### src/rtl/utf8_decoder_with_invalid_escape_top_macros.svh
// Assertion macros shared by the UTF-8 decoder RTL.
// No dependencies; included by files that carry assertions.
`ifndef UTF8_DECODER_WITH_INVALID_ESCAPE_TOP_MACROS_SVH
`define UTF8_DECODER_WITH_INVALID_ESCAPE_TOP_MACROS_SVH

// Same-cycle check, clocked on clk_i, off during reset.
`define UDEC_ASSERT(lbl, prop, msg) \
  lbl: assert property (@(posedge clk_i) disable iff (!rst_ni) (prop)) else $error(msg);

// Next-cycle check: when cond holds, prop must hold in the next cycle.
`define UDEC_ASSERT_NEXT(lbl, cond, prop, msg) \
  lbl: assert property (@(posedge clk_i) disable iff (!rst_ni) (cond) |=> (prop)) \
    else $error(msg);

`endif

### src/rtl/udec_pkg.sv
// Types and constants for the UTF-8 decoder with escape of invalid bytes.
// No dependencies; used by the interfaces and the top level.
`default_nettype none

package udec_pkg;

  localparam int unsigned RuneW = 31;
  localparam int unsigned CpW   = 21;

  localparam logic [RuneW-1:0] ESC_MARK = 31'h7000_0000;

  localparam logic [2:0] SEQ_NONE = 3'd0;
  localparam logic [2:0] SEQ_LEN2 = 3'd2;
  localparam logic [2:0] SEQ_LEN3 = 3'd3;
  localparam logic [2:0] SEQ_LEN4 = 3'd4;

  localparam logic [CpW-1:0] CP_MIN2   = 21'h00_0080;
  localparam logic [CpW-1:0] CP_MAX2   = 21'h00_07ff;
  localparam logic [CpW-1:0] CP_MIN3   = 21'h00_0800;
  localparam logic [CpW-1:0] CP_SURR_LO = 21'h00_d7ff;
  localparam logic [CpW-1:0] CP_SURR_HI = 21'h00_e000;
  localparam logic [CpW-1:0] CP_MIN4   = 21'h01_0000;
  localparam logic [CpW-1:0] CP_MAX    = 21'h10_ffff;

  typedef logic [RuneW-1:0] rune_t;
  typedef logic [CpW-1:0]   cp_t;

endpackage

`default_nettype wire

### src/rtl/udec_if.sv
// Valid/ready channel interfaces for the UTF-8 decoder: byte in, rune out.
// Depends on udec_pkg.
`default_nettype none

interface udec_in_if;
  logic       valid;
  logic       ready;
  logic [7:0] in_byte;
  logic       string_end;

  modport source (output valid, output in_byte, output string_end, input ready);
  modport sink   (input valid, input in_byte, input string_end, output ready);
endinterface

interface udec_out_if;
  logic           valid;
  logic           ready;
  udec_pkg::rune_t rune;
  logic           run_last;
  logic           string_done;

  modport source (output valid, output rune, output run_last, output string_done, input ready);
  modport sink   (input valid, input rune, input run_last, input string_done, output ready);
endinterface

`default_nettype wire

### src/rtl/utf8_decoder_with_invalid_escape_top.sv
// A byte is captured in the input register; the runes it completes are then held in the result register.
// Throughput: one byte per cycle while the output is ready; a byte that gives more than one
// rune holds the input until the single result register has drained them, one rune per cycle.
// Reset (async, active low) clears the pending sequence and both stage valids.
// Top level of the UTF-8 decoder; depends on udec_pkg, udec_if and the macro header.
`default_nettype none
`include "utf8_decoder_with_invalid_escape_top_macros.svh"

module utf8_decoder_with_invalid_escape_top (
  input  wire            clk_i,
  input  wire            rst_ni,
  udec_in_if.sink        in_ch_i,
  udec_out_if.source     out_ch_o
);

  // input register
  logic       pipe_v_q;
  logic [7:0] pipe_byte_q;
  logic       pipe_end_q;

  // decoder state
  logic [7:0] held_q [3];
  logic [1:0] held_cnt_q, held_cnt_d;
  logic [2:0] seq_len_q, seq_len_d;
  logic       held_we;
  logic [1:0] held_wa;

  // result register
  logic            out_v_q;
  logic [1:0]      cnt_q, idx_q;
  logic            esc_q, end_q;
  udec_pkg::cp_t   val_q;
  logic [7:0]      bytes_q [4];

  logic out_take, out_last, bundle_free, proc_fire;
  logic res_v, res_esc;
  logic [1:0] res_cnt;
  udec_pkg::cp_t res_val;

  logic [7:0] b;
  logic [7:0] seq [4];
  logic [2:0] lead_len;
  logic       complete;
  udec_pkg::cp_t v2, v3, v4;
  logic ok2, ok3, ok4, seq_ok;

  assign out_last    = (idx_q == cnt_q);
  assign out_take    = out_v_q && out_ch_o.ready;
  assign bundle_free = !out_v_q || (out_take && out_last);
  assign proc_fire   = pipe_v_q && bundle_free;
  assign in_ch_i.ready = !pipe_v_q || bundle_free;

  assign b      = pipe_byte_q;
  assign seq[0] = (held_cnt_q > 2'd0) ? held_q[0] : b;
  assign seq[1] = (held_cnt_q > 2'd1) ? held_q[1] : b;
  assign seq[2] = (held_cnt_q > 2'd2) ? held_q[2] : b;
  assign seq[3] = b;

  assign v2 = {10'b0, seq[0][4:0], seq[1][5:0]};
  assign v3 = {5'b0, seq[0][3:0], seq[1][5:0], seq[2][5:0]};
  assign v4 = {seq[0][2:0], seq[1][5:0], seq[2][5:0], seq[3][5:0]};

  assign ok2 = (seq[1][7:6] == 2'b10) && (v2 >= udec_pkg::CP_MIN2) && (v2 <= udec_pkg::CP_MAX2);
  assign ok3 = (seq[1][7:6] == 2'b10) && (seq[2][7:6] == 2'b10) &&
               (v3 >= udec_pkg::CP_MIN3) &&
               !((v3 > udec_pkg::CP_SURR_LO) && (v3 < udec_pkg::CP_SURR_HI));
  assign ok4 = (seq[1][7:6] == 2'b10) && (seq[2][7:6] == 2'b10) &&
               (seq[3][7:6] == 2'b10) &&
               (v4 >= udec_pkg::CP_MIN4) && (v4 <= udec_pkg::CP_MAX);

  assign complete = ({1'b0, held_cnt_q} + 3'd1) == seq_len_q;

  always_comb begin
    if (b[7:5] == 3'b110) begin
      lead_len = udec_pkg::SEQ_LEN2;
    end else if (b[7:4] == 4'b1110) begin
      lead_len = udec_pkg::SEQ_LEN3;
    end else if (b[7:3] == 5'b11110) begin
      lead_len = udec_pkg::SEQ_LEN4;
    end else begin
      lead_len = udec_pkg::SEQ_NONE;
    end
  end

  always_comb begin
    unique case (seq_len_q)
      udec_pkg::SEQ_LEN2: seq_ok = ok2;
      udec_pkg::SEQ_LEN3: seq_ok = ok3;
      default:            seq_ok = ok4;
    endcase
  end

  always_comb begin
    res_v      = 1'b0;
    res_esc    = 1'b1;
    res_val    = {2'b0, v4[18:0]};
    res_cnt    = held_cnt_q;
    held_we    = 1'b0;
    held_wa    = held_cnt_q;
    held_cnt_d = held_cnt_q;
    seq_len_d  = seq_len_q;
    if (seq_len_q == udec_pkg::SEQ_NONE) begin
      res_cnt = 2'd0;
      if (!b[7]) begin
        res_v   = 1'b1;
        res_esc = 1'b0;
        res_val = {13'b0, b};
      end else if (lead_len != udec_pkg::SEQ_NONE && !pipe_end_q) begin
        held_we    = 1'b1;
        held_wa    = 2'd0;
        held_cnt_d = 2'd1;
        seq_len_d  = lead_len;
      end else begin
        res_v = 1'b1;
      end
    end else if (complete) begin
      res_v      = 1'b1;
      held_cnt_d = 2'd0;
      seq_len_d  = udec_pkg::SEQ_NONE;
      if (seq_ok) begin
        res_esc = 1'b0;
        res_cnt = 2'd0;
        unique case (seq_len_q)
          udec_pkg::SEQ_LEN2: res_val = v2;
          udec_pkg::SEQ_LEN3: res_val = v3;
          default:            res_val = v4;
        endcase
      end
    end else if (pipe_end_q) begin
      res_v      = 1'b1;
      held_cnt_d = 2'd0;
      seq_len_d  = udec_pkg::SEQ_NONE;
    end else begin
      held_we    = 1'b1;
      held_cnt_d = held_cnt_q + 2'd1;
    end
  end

  always_ff @(posedge clk_i or negedge rst_ni) begin
    if (!rst_ni) begin
      pipe_v_q   <= 1'b0;
      held_cnt_q <= 2'd0;
      seq_len_q  <= udec_pkg::SEQ_NONE;
      out_v_q    <= 1'b0;
      idx_q      <= 2'd0;
      cnt_q      <= 2'd0;
    end else begin
      if (in_ch_i.valid && in_ch_i.ready) begin
        pipe_v_q <= 1'b1;
      end else if (proc_fire) begin
        pipe_v_q <= 1'b0;
      end
      if (proc_fire) begin
        held_cnt_q <= held_cnt_d;
        seq_len_q  <= seq_len_d;
        out_v_q    <= res_v;
        idx_q      <= 2'd0;
        cnt_q      <= res_cnt;
      end else if (out_take) begin
        if (out_last) begin
          out_v_q <= 1'b0;
        end else begin
          idx_q <= idx_q + 2'd1;
        end
      end
    end
  end

  always_ff @(posedge clk_i) begin
    if (in_ch_i.valid && in_ch_i.ready) begin
      pipe_byte_q <= in_ch_i.in_byte;
      pipe_end_q  <= in_ch_i.string_end;
    end
    if (proc_fire && held_we) begin
      held_q[held_wa] <= b;
    end
    if (proc_fire && res_v) begin
      esc_q   <= res_esc;
      end_q   <= pipe_end_q;
      val_q   <= res_val;
      bytes_q <= seq;
    end
  end

  assign out_ch_o.valid       = out_v_q;
  assign out_ch_o.rune        = esc_q ? (udec_pkg::ESC_MARK | {23'b0, bytes_q[idx_q]})
                                      : {10'b0, val_q};
  assign out_ch_o.run_last    = out_last;
  assign out_ch_o.string_done = out_last && end_q;

  `UDEC_ASSERT(a_held_consistent, (seq_len_q == udec_pkg::SEQ_NONE) ? (held_cnt_q == 2'd0) : ((held_cnt_q != 2'd0) && ({1'b0, held_cnt_q} < seq_len_q)), "held count out of range for pending sequence")
  `UDEC_ASSERT(a_idx_bound, !out_v_q || (idx_q <= cnt_q), "rune index past last rune of item")
  `UDEC_ASSERT(a_decoded_single, !(out_v_q && !esc_q) || (cnt_q == 2'd0), "decoded code point must be a single rune")
  `UDEC_ASSERT_NEXT(a_end_idle, proc_fire && pipe_end_q, seq_len_q == udec_pkg::SEQ_NONE, "decoder not idle after end of string")

endmodule

`default_nettype wire
### src/flat_wrapper.sv
// flat-port wrapper written by rule: the top's interface ports become plain ports
module utf8_decoder_with_invalid_escape_top_flat 
  (clk_i, rst_ni, in_ch_i_valid, in_ch_i_in_byte, in_ch_i_string_end, in_ch_i_ready, out_ch_o_valid, out_ch_o_rune, out_ch_o_run_last, out_ch_o_string_done, out_ch_o_ready);
  udec_in_if in_ch_i_i ();
  udec_out_if out_ch_o_i ();
  input  wire clk_i;
  input  wire rst_ni;
  input wire logic [$bits(in_ch_i_i.valid)-1:0] in_ch_i_valid;
  input wire logic [$bits(in_ch_i_i.in_byte)-1:0] in_ch_i_in_byte;
  input wire logic [$bits(in_ch_i_i.string_end)-1:0] in_ch_i_string_end;
  output wire logic [$bits(in_ch_i_i.ready)-1:0] in_ch_i_ready;
  output wire logic [$bits(out_ch_o_i.valid)-1:0] out_ch_o_valid;
  output wire logic [$bits(out_ch_o_i.rune)-1:0] out_ch_o_rune;
  output wire logic [$bits(out_ch_o_i.run_last)-1:0] out_ch_o_run_last;
  output wire logic [$bits(out_ch_o_i.string_done)-1:0] out_ch_o_string_done;
  input wire logic [$bits(out_ch_o_i.ready)-1:0] out_ch_o_ready;
  assign in_ch_i_i.valid = in_ch_i_valid;
  assign in_ch_i_i.in_byte = in_ch_i_in_byte;
  assign in_ch_i_i.string_end = in_ch_i_string_end;
  assign in_ch_i_ready = in_ch_i_i.ready;
  assign out_ch_o_valid = out_ch_o_i.valid;
  assign out_ch_o_rune = out_ch_o_i.rune;
  assign out_ch_o_run_last = out_ch_o_i.run_last;
  assign out_ch_o_string_done = out_ch_o_i.string_done;
  assign out_ch_o_i.ready = out_ch_o_ready;
  utf8_decoder_with_invalid_escape_top u_core (.clk_i(clk_i), .rst_ni(rst_ni), .in_ch_i(in_ch_i_i), .out_ch_o(out_ch_o_i));
endmodule
### config.mk
export PLATFORM = sky130hd
export DESIGN_NAME = utf8_decoder_with_invalid_escape_top_flat
export DESIGN_NICKNAME = d
export VERILOG_FILES = /design/src/rtl/udec_pkg.sv /design/src/rtl/udec_if.sv /design/src/rtl/utf8_decoder_with_invalid_escape_top.sv /design/src/flat_wrapper.sv
export VERILOG_INCLUDE_DIRS = /design/src /design/src/rtl
export SDC_FILE = /design/constraint.sdc
export NUM_CORES = 1
export LEC_CHECK = 0
export ABC_AREA = 1
export BUFFER_PORTS_ARGS = -buffer_cell sky130_fd_sc_hd__buf_4
export CAP_MARGIN = 20
export CORE_MARGIN = 2
export CORE_UTILIZATION = 25
export DETAILED_ROUTE_END_ITERATION = 7
export GPL_TIMING_DRIVEN = 0
export MAX_ROUTING_LAYER = met4
export SKIP_CTS_REPAIR_TIMING = 1
export SYNTH_ARGS = -nofsm -noshare
export SYNTH_HDL_FRONTEND = slang
export SYNTH_SLANG_ARGS = --single-unit
export TNS_END_PERCENT = 50
### constraint.sdc
create_clock -name clk_i -period 8.3 [get_ports clk_i]
set_input_delay 1.66 -clock clk_i [delete_from_list [all_inputs] [get_ports clk_i]]
set_output_delay 1.66 -clock clk_i [all_outputs]
set_load 0.01 [all_outputs]
# --- Word level (Yosys, flattened, before mapping) ---
# Memories as Yosys holds them, arrays and structs flattened.
# Cells that the tools add are included.
op_classes:
  n_eq_ne: 13
  n_mux: 56
  addsub: 3
  magnitude_cmp: 11
  bitwise_logic: 1
  n_reduce_logical: 33
op_table:
  columns: ["cell", "count"]
  rows:
  - ["21-bit two-way mux", 3]
  - ["21-bit one-hot mux with 2 select lines", 1]
  - ["8-bit two-way mux", 5]
  - ["31-bit two-way mux", 1]
  - ["2-bit two-way mux", 14]
  - ["3-bit two-way mux", 8]
  - ["21-bit by 17-bit greater-or-equal comparator with 1-bit output (second input constant)", 1]
  - ["21-bit <= comparator (second input constant)", 1]
  - ["1-bit two-way mux", 21]
  - ["19-bit two-way mux", 1]
  - ["1-bit logical AND", 17]
  - ["8-bit binary-select mux with 2-bit select", 1]
  - ["16-bit by 12-bit greater-or-equal comparator with 1-bit output (second input constant)", 1]
  - ["16-bit greater-than comparator (second input constant)", 1]
  - ["16-bit less-than comparator (second input constant)", 1]
  - ["11-bit by 8-bit greater-or-equal comparator with 1-bit output (second input constant)", 1]
  - ["11-bit <= comparator (second input constant)", 1]
  - ["2-bit == test (second input constant)", 3]
  - ["3-bit by 2-bit == test with 1-bit output (second input constant)", 2]
  - ["2-bit nonzero test", 3]
  - ["3-bit nonzero test", 2]
  - ["5-bit == test (second input constant)", 1]
  - ["2-bit by 1-bit adder with 2-bit output (second input constant)", 2]
  - ["4-bit == test (second input constant)", 1]
  - ["17 further kinds", 24]
totals:
  inputBits: 13
  output_inout_bits: 35
  register_bits: 75
  word_cells: 133
  memories: 1
  ram_bits: 24
mem_list:
  columns: ["name", "words", "word_bits", "read_ports", "rd_ports_with_merged_regs", "write_ports", "line_no", "text"]
  rows:
  - ["u_core.held_q", 3, 8, 3, 0, 1, "utf8_decoder_with_invalid_escape_top.sv:22", "logic [7:0] held_q [3];"]

# --- Depth between registers and ports, before layout ---
# Gate-level depths: netlist (run 1).
logic_depth:
  ltp_word: 12
  ltp_mapped: 17
  mapped_depth_nobuf: 14

# --- Worst setup path after synthesis (run 1) ---
# No wires, ideal clock.
synth_path:
  path_kind: "input-to-reg"
  startpoint: "in out_ch_o_ready"
  endpoint: "reg u_core.bytes_q[0] in the netlist's numbering (enable)"
  path_stages: 6
  required_time_ns: 7.832
  path_slack_ns: 3.378
  n_path_buf: 0
  arrival_time_ns: 4.454
  setup_time_ns: 0.468
  cell_sequence: "inv_1 -> o21ai_1 -> inv_1 -> nor2_4 -> inv_1 -> nor2_1"
synth_via:
  elab_chain_len: 5
synth_lines:
  columns: ["element", "line_no", "text"]
  rows:
  - ["start, declared", "flat_wrapper.sv:16", "input wire logic [$bits(out_ch_o_i.ready)-1:0] out_ch_o_ready;"]
  - ["1-bit logical AND", "utf8_decoder_with_invalid_escape_top.sv:48", "assign out_take = out_v_q && out_ch_o.ready;"]
  - ["1-bit logical AND", "utf8_decoder_with_invalid_escape_top.sv:49", "assign bundle_free = !out_v_q || (out_take && out_last);"]
  - ["1-bit logical OR", "utf8_decoder_with_invalid_escape_top.sv:49", null]
  - ["1-bit logical AND", "utf8_decoder_with_invalid_escape_top.sv:50", "assign proc_fire = pipe_v_q && bundle_free;"]
  - ["1-bit logical AND", "utf8_decoder_with_invalid_escape_top.sv:177", "if (proc_fire && res_v) begin"]
  - ["end signal, assigned", "utf8_decoder_with_invalid_escape_top.sv:181", "bytes_q <= seq;"]
  - ["end, declared", "utf8_decoder_with_invalid_escape_top.sv:33", "logic [7:0] bytes_q [4];"]
# Every way passes these cells.
# A chain may end at the register's enable or synchronous reset.

# --- Final worst setup path (run 1) ---
layout_path:
  startpoint: "in out_ch_o_ready"
  endpoint: "out in_ch_i_ready"
layout_via:
  elab_chain_len: 4
layout_lines:
  columns: ["element", "line_no", "text"]
  rows:
  - ["1-bit logical AND", "utf8_decoder_with_invalid_escape_top.sv:48", null]
  - ["1-bit logical AND", "utf8_decoder_with_invalid_escape_top.sv:49", null]
  - ["1-bit logical OR", "utf8_decoder_with_invalid_escape_top.sv:49", null]
  - ["1-bit logical OR", "utf8_decoder_with_invalid_escape_top.sv:51", "assign in_ch_i.ready = !pipe_v_q || bundle_free;"]
  - ["end, declared", "flat_wrapper.sv:11", "output wire logic [$bits(in_ch_i_i.ready)-1:0] in_ch_i_ready;"]
# Every way passes these cells.

==> results of run 1 <==
## sequential cells by signal, summed over array words and instances, names as in the netlist
| register | cells |
|---|---|
| u_core.b | 8 |
| u_core.bytes_q | 32 |
| u_core.cnt_q | 2 |
| u_core.end_q | 1 |
| u_core.esc_q | 1 |
| u_core.held_cnt_q | 2 |
| u_core.held_q | 24 |
| u_core.idx_q | 2 |
| u_core.out_ch_o.valid | 1 |
| u_core.pipe_end_q | 1 |
| u_core.pipe_v_q | 1 |
| u_core.seq_len_q | 3 |
| u_core.val_q | 21 |
## routing by layer
layer / share of wire, % / GRT usage, % / up-vias / routed length [um]
li1: - / - / 1725 / -
met1: 45 / 15.41 / 1535 / 4982
met2: 47 / 18.07 / 84 / 5202
met3: 5.1 / 2.280 / 17 / 567
met4: 2.3 / 4.742 / 0 / 257
met5: 0 / - / - / 0
## through the flow
stage / power, mW / util (%)
CTS: 2.241 / 30.86
global placement: 1.778 / 29.03
global route: 2.379 / 30.90
finish: 2.214 / 30.90
detailed placement: 1.794 / 29.18
floorplan: 1.439 / -
## power groups by stage
| stage | clock network, mW | registers, mW | logic, mW |
|---|---|---|---|
| floorplan | 0 | 0.861 | 0.577 |
| global placement | 0 | 0.887 | 0.891 |
| detailed placement | 0 | 0.873 | 0.921 |
| CTS | 0.455 | 0.862 | 0.923 |
| global route | 0.476 | 0.881 | 1.02 |
| finish | 0.446 | 0.860 | 0.908 |
## cell type report
cell class | instances | area, um^2 | area share (%)
buffer | 26 | 172.7 | 2.967
clock buffer | 10 | 229.0 | 3.935
tap | 260 | 325.3 | 5.590
timing repair buffer | 42 | 327.8 | 5.633
clock inverter | 6 | 88.84 | 1.527
multi-input combinational | 306 | 1555 | 26.73
sequential | 99 | 2918 | 50.14
inverter | 54 | 202.7 | 3.483
## worst reg2reg max path: stages (launching register included)
cell and delay, ps:
dfrtp_1 480, inv_1 140, ha_1 350, xor2_1 150, nor3b_1 350, nor2_1 100
nand2_1 90, nand2_1 170, nor2_4 520, buf_12 300
## path summary, 6_finish.rpt
path,start,end,slack (ps)
worst min register to register,u_core.cnt_q[1]$_DFFE_PN0P_,u_core.cnt_q[1]$_DFFE_PN0P_,510
min in group asynchronous,rst_ni,u_core.seq_len_q[0]$_DFFE_PN0P_,1140
worst max-delay path,out_ch_o_ready,in_ch_i_ready,4350
worst max register to register,u_core.held_cnt_q[0]$_DFFE_PN0P_,u_core.val_q[20]$_SDFFCE_PP0P_,5330
max in group asynchronous,rst_ni,u_core.idx_q[1]$_DFFE_PN0P_,7010
worst min-delay path,u_core.cnt_q[1]$_DFFE_PN0P_,u_core.cnt_q[1]$_DFFE_PN0P_,510
## logic make-up after synthesis
family                   Yosys count
adder cells (fa/ha/maj)            5
AND/OR/NAND/NOR                  200
AO/OA/AOI/OAI                     88
XOR/XNOR                           6
other                              1
flip-flops                        99
buffers and inverters             80
## Yosys cell counts, types with 4 or more instances
library cell   n
edfxtp_1      88
a21oi_1        8
nand3_1       19
o21ai_2        8
a221oi_1       4
nand3_2        4
ha_1           5
nor3_1         4
a31oi_1        9
a22oi_1       12
inv_1         49
nand2_1       78
buf_4         11
buf_6          4
nor2_1        81
o21ai_0       37
inv_2          4
xnor2_1        4
clkbuf_1       5
dfrtp_1       11
o21ai_1        9
==> results.json, run 1 <==
{
  "outcome": "finished, final reports clean",
  "path_class": "input port to output port",
  "viasPerCell": 4.186,
  "min_period_ps": 3949,
  "antenna_cells": 0,
  "gp_congestion": 0.8734,
  "wire_per_inst_um": 13.71,
  "finalClockSkew_ps": 7.025,
  "timing.slew.headroom_pct": 45.00,
  "yosysWarnings": 0,
  "drt_wl_total_um": 11010,
  "syn_to_final_growth_pct": 20.77,
  "grt_max_degree": 37,
  "synth_seq_area_share_pct": 60.56,
  "fin_tns_setup_ps": 0,
  "num_rows": 50,
  "min-delay-path-class": "flip-flop to flip-flop",
  "grt_pass1_wl_um": 17680,
  "synth_compound_area_share_pct": 11.01,
  "io_pins": 48,
  "hold_viol": 0,
  "p_per_area_nw_per_um2": 380.4,
  "leakage_nw": 2.318,
  "final_cell_mix": "edfxtp_1 (88), nor2_1 (80), nand2_1 (78)",
  "grt-ovfl-total": 0,
  "drc": 0,
  "crit_chain": "buf_4, inv_1, o21ai_1, inv_1, nand2_1, buf_4",
  "critical_path_required_ps": 6640,
  "nets": 556,
  "peakVddDrop_mv": 0.1193,
  "design_area_um2": 5819,
  "ff2ff_path_depth": 9,
  "crit_path_end_kind": "output port",
  "dp_slack_ps": 4350,
  "cp.depth": 6,
  "tightest_slew_ps": 825.1,
  "die_h_um": 142.8,
  "ctsLongestPathBuffers": 2,
  "clk_pin_slew_ps": 60,
  "synthCells": 479,
  "synth.distinct_cells": 34,
  "synth_area_leaders": "edfxtp_1 (55%), nor2_1 (6.3%), nand2_1 (6.1%)",
  "netlist.top_cell.by_area": "edfxtp_1",
  "hold-path-cell-count": 2,
  "worstPathArrival_ps": 2290,
  "cts_max_level": 3,
  "final_common_cell": "edfxtp_1",
  "crit_path_start_kind": "input port",
  "avgSynthCellArea_um2": 10.06,
  "synth_edf_count": 88,
  "netlist.area_leader.share_pct": 54.84,
  "dieArea_um2": 20400,
  "muxShareOfSynthArea_pct": 0,
  "dr_total_vias": 3361,
  "ys_ff_latch": 99,
  "cpLargestDelayFamily": "buffers and inverters",
  "rsz0062_at_grt": "no",
  "ys_async_sr_fraction_pct": 11.11,
  "synthAdderAreaFrac_pct": 1.298,
  "path_max_fanout": 3,
  "max_stage_delay_ps": 150,
  "n_fill_cell": 1960,
  "firstDrtPassIters": 4,
  "syn_area_um2": 4818,
  "holdWs_ps": 508.2,
  "finalCritPeriodShare_pct": 47.58,
  "cts_sinks": 99,
  "synth_top_family_by_area": "simple AND/OR/NAND/NOR gates",
  "instances_no_fill": 803,
  "antenna_left": 0,
  "swShare_pct": 37.77,
  "synthXorXnorAreaFrac_pct": 1.091,
  "start_util_pct": 25.59,
  "crit_path_top_delay_cell": "o21ai_1",
  "placed_cells": 786,
  "track_usage_pct": 11.79,
  "core-area_um2": 18830,
  "setup_viol": 0,
  "ys.flop_type": "edfxtp_1",
  "place.detailed.hpwl_um": 8381,
  "initialDrtViolationCount": 246,
  "max_freq_mhz": 253.2,
  "power_frac_seq_pct": 38.8,
  "io_buffer_count": 40,
  "drv_slew": 0,
  "clk_latency_ps": 350,
  "cts_tree": "done",
  "clock_power_share_pct": 20.1,
  "p_int_mw": 1.378,
  "worst_slack_ps": 4351,
  "pwr-share-comb_pct": 41.0,
  "cts-root-buf": "clkbuf_16",
  "grt_pass1_vias": 3253,
  "cap_violations": 0,
  "place_area_um2": 5494,
  "drive_above_1_share_pct": 18.78,
  "antenna_found_initial": 0,
  "yosys.area_share.simple_pct": 18.18,
  "p_switching_mw": 0.8362,
  "die_x_um": 142.8,
  "numCtsBuffers": 9,
  "critPathBufInv": 4
}
Power figures use the tool's default switching activity.
==> run 2, diff against run 1 <==
==> constraint.sdc (replaced) <==
create_clock -name clk_i -period 3.95 [get_ports clk_i]
set_input_delay 0.79 -clock clk_i [delete_from_list [all_inputs] [get_ports clk_i]]
set_output_delay 0.79 -clock clk_i [all_outputs]
set_load 0.01 [all_outputs]
==> run 2 against run 1 <==
Sequential cell count is the same. Cell area decreased by 0.28%. Global-route usage fell by 0.075 points. Routed wire length down 0.75%. Critical path type is now flip-flop to flip-flop. Largest cell class unchanged. Largest power group unchanged.
==> results.json, run 2 (synthesized netlist as in run 1, its figures left out) <==
{
  "fin_tns_setup_ps": 0,
  "grt-ovfl-total": 0,
  "max_stage_delay_ps": 600,
  "n_fill_cell": 1952,
  "track_usage_pct": 11.71,
  "crit_path_end_kind": "flip-flop",
  "grt_max_degree": 32,
  "p_int_mw": 2.833,
  "antenna_cells": 0,
  "r2r_start": "u_core.held_cnt_q[0]$_DFFE_PN0P_",
  "critical_path.most_common_cell": "nand2_1",
  "ctsLongestPathBuffers": 2,
  "grt_pass1_wl_um": 17570,
  "outcome": "finished, final reports clean",
  "finalClockSkew_ps": 6.086,
  "cts_sinks": 99,
  "wire_per_inst_um": 13.61,
  "initialDrtViolationCount": 236,
  "dp_slack_ps": 927.9,
  "cpLargestDelayFamily": "simple AND/OR/NAND/NOR gates",
  "grt_pass1_vias": 3271,
  "rsz0062_at_grt": "no",
  "start_util_pct": 25.59,
  "cts_max_level": 3,
  "ff2ff_path_depth": 9,
  "hold_viol": 0,
  "die_x_um": 142.8,
  "post-route-util_pct": 30.82,
  "final_common_cell": "edfxtp_1",
  "num_rows": 50,
  "dr_total_vias": 3361,
  "antenna_left": 0,
  "die_h_um": 142.8,
  "core-area_um2": 18830,
  "power_frac_seq_pct": 39.3,
  "finalCritPeriodShare_pct": 77.39,
  "firstDrtPassIters": 7,
  "place.detailed.hpwl_um": 8297,
  "worstPathArrival_ps": 3090,
  "dieArea_um2": 20400,
  "io_pins": 48,
  "regMostFlops": "u_core.bytes_q",
  "largest_reg_flops": 32,
  "peakVddDrop_mv": 0.2843,
  "io_buffer_count": 40,
  "final_cell_mix": "edfxtp_1 (88), nor2_1 (80), nand2_1 (78)",
  "drt_wl_total_um": 10930,
  "numCtsBuffers": 9,
  "drv_slew": 0,
  "reg2reg_slack_ps": 890,
  "timing.slew.headroom_pct": 45.29,
  "drc": 0,
  "nets": 556,
  "critPathBufInv": 2,
  "path_class": "flip-flop to flip-flop",
  "clk_latency_ps": 340,
  "swShare_pct": 38.41,
  "min-delay-path-class": "input port to asynchronous set/reset pin",
  "p_per_area_nw_per_um2": 792.8,
  "r2r-end": "u_core.val_q[9]$_DFFE_PP_",
  "gp_congestion": 0.8593,
  "leakage_nw": 2.307,
  "pwr-share-comb_pct": 41.6,
  "max_freq_mhz": 327.1,
  "tightest_slew_ps": 812.0,
  "p_switching_mw": 1.767,
  "syn_to_final_growth_pct": 20.44,
  "setup_viol": 0,
  "crit_path_start_kind": "flip-flop",
  "clock_power_share_pct": 19.1,
  "p_total_mw": 4.601,
  "cts-root-buf": "clkbuf_16",
  "crit_path_top_delay_cell": "nor2_4",
  "worst_slack_ps": 893.3,
  "drive_above_1_share_pct": 18.78,
  "crit_chain": "inv_1, ha_1, xor2_1, nor3b_1, nor2_1, nand2_1, nand2_1, nor2_4, buf_12",
  "cap_violations": 0,
  "min_period_ps": 3057,
  "clk_pin_slew_ps": 70,
  "largestRegisters": "u_core.bytes_q x32, u_core.held_q x24, u_core.val_q x21",
  "path_max_fanout": 31,
  "viasPerCell": 4.186,
  "antenna_found_initial": 0,
  "critical_path_required_ps": 3990,
  "cts_tree": "done"
}
-- run 2: changes by cell type in the layout (fill, tap and decap cells not counted) --
cell | before | now
bufinv_16 | 2 | 1
clkbuf_1 | 6 | 5
clkinv_1 | 1 | 2
clkinv_2 | 1 | 0
clkinvlp_4 | 2 | 3
inv_8 | 0 | 1
-- run 2: worst max path at each step --
stage / to / slack, ps / from / cells after the start
after floorplan: u_core.bytes_q[0]$_DFFE_PP_ / 620 / u_core.held_cnt_q[1]$_DFFE_PN0P_ / 9
after global placement: u_core.val_q[20]$_SDFFCE_PP0P_ / -280 / u_core.held_cnt_q[0]$_DFFE_PN0P_ / 8
after detailed placement: u_core.val_q[20]$_SDFFCE_PP0P_ / 930 / u_core.held_cnt_q[0]$_DFFE_PN0P_ / 9
after CTS: u_core.val_q[20]$_SDFFCE_PP0P_ / 900 / u_core.held_cnt_q[0]$_DFFE_PN0P_ / 9
after global routing: u_core.val_q[8]$_DFFE_PP_ / 650 / u_core.held_cnt_q[0]$_DFFE_PN0P_ / 9
final: u_core.val_q[9]$_DFFE_PP_ / 890 / u_core.held_cnt_q[0]$_DFFE_PN0P_ / 9
-- run 2: per-stage QoR --
stage / hold slack, ps / cells / area [um^2]
after floorplan: 451.5 / 485 / 4843
after global placement: 497.4 / 785 / 5469
after detailed placement: 501.4 / 786 / 5494
after CTS: 260.2 / 802 / 5796
after global routing: 265.9 / 803 / 5803
final: 268.3 / 803 / 5803
-- run 2: power by group through the flow --
stage | clock, mW | combinational [mW] | sequential (mW)
2_1_floorplan | 0 | 1.22 | 1.80
3_3_place_gp | 0 | 1.88 | 1.85
3_5_place_dp | 0 | 1.93 | 1.84
4_1_cts | 0.902 | 1.94 | 1.81
5_1_grt | 0.945 | 2.15 | 1.85
6_report | 0.880 | 1.91 | 1.81
-- run 2: final cells by class --
class / count / area, um^2 / share of cell area (%)
plain buffers: 26 / 172.7 / 2.975
clock buffers: 9 / 225.2 / 3.881
clock inverters: 7 / 76.32 / 1.315
inverters: 54 / 202.7 / 3.493
multi-input cells: 306 / 1555 / 26.80
flip-flops and latches: 99 / 2918 / 50.28
well taps: 260 / 325.3 / 5.606
repair buffers: 42 / 327.8 / 5.649
-- run 2: layer usage --
layer	wire length [um]	track usage (%)
met1	4956	15.11
met2	5134	17.97
met3	612	2.616
met4	223	4.638
met5	0	-
-- run 2: worst reg2reg max path: stages (launching register included) --
cell	delay [ps]
dfrtp_1	490
inv_1	140
ha_1	340
xor2_1	150
nor3b_1	360
nor2_1	100
nand2_1	100
nand2_1	160
nor2_4	600
buf_12	280
==> run 3, diff against run 2 <==
==> constraint.sdc (replaced) <==
create_clock -name clk_i -period 2.7 [get_ports clk_i]
set_input_delay 0.54 -clock clk_i [delete_from_list [all_inputs] [get_ports clk_i]]
set_output_delay 0.54 -clock clk_i [all_outputs]
set_load 0.01 [all_outputs]
==> run 3 against run 2 <==
Cell area rose by 2.3%. Critical path depth rose by 8. First-iteration DRC count rose by 24%. Fmax rose by 21%. Non-clock buffer count rose by 6. Die area did not move. Combinational power rose by 54%. Critical endpoint is now u_core.val_q[10]$_DFFE_PP_. Largest power group unchanged.
==> results.json, run 3 (synthesized netlist as in run 1, its figures left out) <==
{
  "outcome": "finished, final reports clean",
  "rsz0062_at_grt": "yes",
  "numCtsBuffers": 9,
  "placed_cells": 786,
  "clk_latency_ps": 350,
  "path_max_fanout": 10,
  "min-delay-path-class": "input port to asynchronous set/reset pin",
  "viasPerCell": 4.206,
  "busiest_layer": "met2",
  "grt_pass1_vias": 3221,
  "use_met3_pct": 2.046,
  "dr_total_vias": 3407,
  "io_buffer_count": 40,
  "critical_path_required_ps": 2780,
  "regMostFlops": "u_core.bytes_q",
  "wire_per_inst_um": 13.78,
  "r2r_start": "u_core.held_cnt_q[1]$_DFFE_PN0P_",
  "dieArea_um2": 20400,
  "reg2reg_slack_ps": 170,
  "initialDrtViolationCount": 292,
  "cts_sinks": 99,
  "die_x_um": 142.8,
  "crit_path_end_kind": "flip-flop",
  "ctsLongestPathBuffers": 2,
  "largestRegisters": "u_core.bytes_q x32, u_core.held_q x24, u_core.val_q x21",
  "num_rows": 50,
  "cts_tree": "done",
  "clk_pin_slew_ps": 70,
  "gp_congestion": 0.8735,
  "firstDrtPassIters": 5,
  "use_met2_pct": 17.46,
  "cap_violations": 0,
  "tightest_slew_ps": 741.9,
  "place.detailed.hpwl_um": 8228,
  "syn_to_final_growth_pct": 23.21,
  "regArea_um2": 2919,
  "antenna_found_initial": 0,
  "multi_input_area_um2": 1642,
  "start_util_pct": 25.59,
  "final_common_cell": "edfxtp_1",
  "antenna_left": 0,
  "max_freq_mhz": 394.7,
  "instances_no_fill": 810,
  "fin_tns_setup_ps": 0,
  "holdWs_ps": 19.93,
  "leakage_nw": 2.354,
  "finalClockSkew_ps": 11.68,
  "hold_viol": 0,
  "min_period_ps": 2533,
  "n_fill_cell": 1924,
  "track_usage_pct": 11.53,
  "drive_above_1_share_pct": 22.55,
  "grt_util_met1_pct": 15.28,
  "final_cell_mix": "edfxtp_1 (88), nor2_1 (78), nand2_1 (75)",
  "ff2ff_path_depth": 17,
  "antenna_cells": 0,
  "timing.slew.headroom_pct": 50.02,
  "grt-ovfl-total": 0,
  "cts_max_level": 3,
  "p_per_area_nw_per_um2": 1155,
  "setup_viol": 0,
  "io_pins": 48,
  "drt_wl_total_um": 11170,
  "peakVddDrop_mv": 0.4748,
  "core-area_um2": 18830,
  "drc": 0,
  "cts-root-buf": "clkbuf_16",
  "die_h_um": 142.8,
  "grt_max_degree": 35,
  "finalCritPeriodShare_pct": 93.83,
  "path_class": "flip-flop to flip-flop",
  "grt_pass1_wl_um": 17430,
  "largest_reg_flops": 32,
  "r2r-end": "u_core.val_q[10]$_DFFE_PP_",
  "nets": 563,
  "worstPathArrival_ps": 2610,
  "crit_path_start_kind": "flip-flop",
  "drv_slew": 0
}
-- run 3: cell types whose count changed in the layout (fill, tap and decap cells not counted), sizes merged --
cell,before,now
buf,62,67
clkinv,2,5
inv,55,53
clkbuf,15,16
clkinvlp,3,2
nor2,84,85
-- run 3: worst max path at each step --
stage | from | end | slack [ps]
detailed placement | u_core.held_cnt_q[0]$_DFFE_PN0P_ | u_core.held_q[1][3]$_DFFE_PP_ | -240
CTS | u_core.held_cnt_q[0]$_DFFE_PN0P_ | u_core.held_q[1][2]$_DFFE_PP_ | -250
global route | u_core.held_cnt_q[1]$_DFFE_PN0P_ | u_core.held_q[1][3]$_DFFE_PP_ | -40
global placement | u_core.held_cnt_q[0]$_DFFE_PN0P_ | u_core.val_q[19]$_SDFFCE_PP0P_ | -540
floorplan | u_core.held_cnt_q[1]$_DFFE_PN0P_ | u_core.bytes_q[0]$_DFFE_PP_ | 20
finish | u_core.held_cnt_q[1]$_DFFE_PN0P_ | u_core.val_q[10]$_DFFE_PP_ | 170
-- run 3: report_power, final --
part | leakage (nW) | internal, mW | switching, mW | total, mW
Clock | 0.141 | 0.715 | 0.549 | 1.26
Combinational | 1.25 | 1.07 | 1.88 | 2.94
Sequential | 0.968 | 2.43 | 0.220 | 2.65
-- run 3: final cells by class --
cell class / instances / area share (%)
clock inverters: 7 / 1.138
well taps: 260 / 5.479
inverters: 54 / 3.477
repair buffers: 48 / 6.280
multi-input cells: 307 / 27.65
clock buffers: 9 / 3.793
flip-flops and latches: 99 / 49.17
plain buffers: 26 / 3.014
-- run 3: per-layer routing --
layer	wire [um]	part of all wire (%)	up-vias
met5	0	0	-
met4	245	2.2	0
met3	589	5.3	16
met2	5197	47	95
met1	5133	46	1552
li1	-	-	1744
-- run 3: worst max-delay path: stages, from the launching register on --
cell        delay, ps
dfrtp_1           390
buf_6             130
clkinvlp_4        110
ha_4              200
inv_1              80
buf_6             140
nand2_1            60
nand2_1            80
nand2_1            90
nor2_2            100
nand2_1            50
nand2_1            70
nand2_1            90
a21oi_4           170
nand3_4           140
buf_6             180
nand3_1            60
o21ai_1           110
-- run 3: through the flow --
stage	worst slack (ps)	power (mW)	area (um^2)	utilization (%)
floorplan	24.44	4.418	4856	-
global placement	-542.7	5.448	5482	29.11
detailed placement	-235.4	5.509	5502	29.22
CTS	-252.6	6.769	5794	30.77
global route	-41.69	7.393	5937	31.53
finish	166.5	6.858	5937	31.53
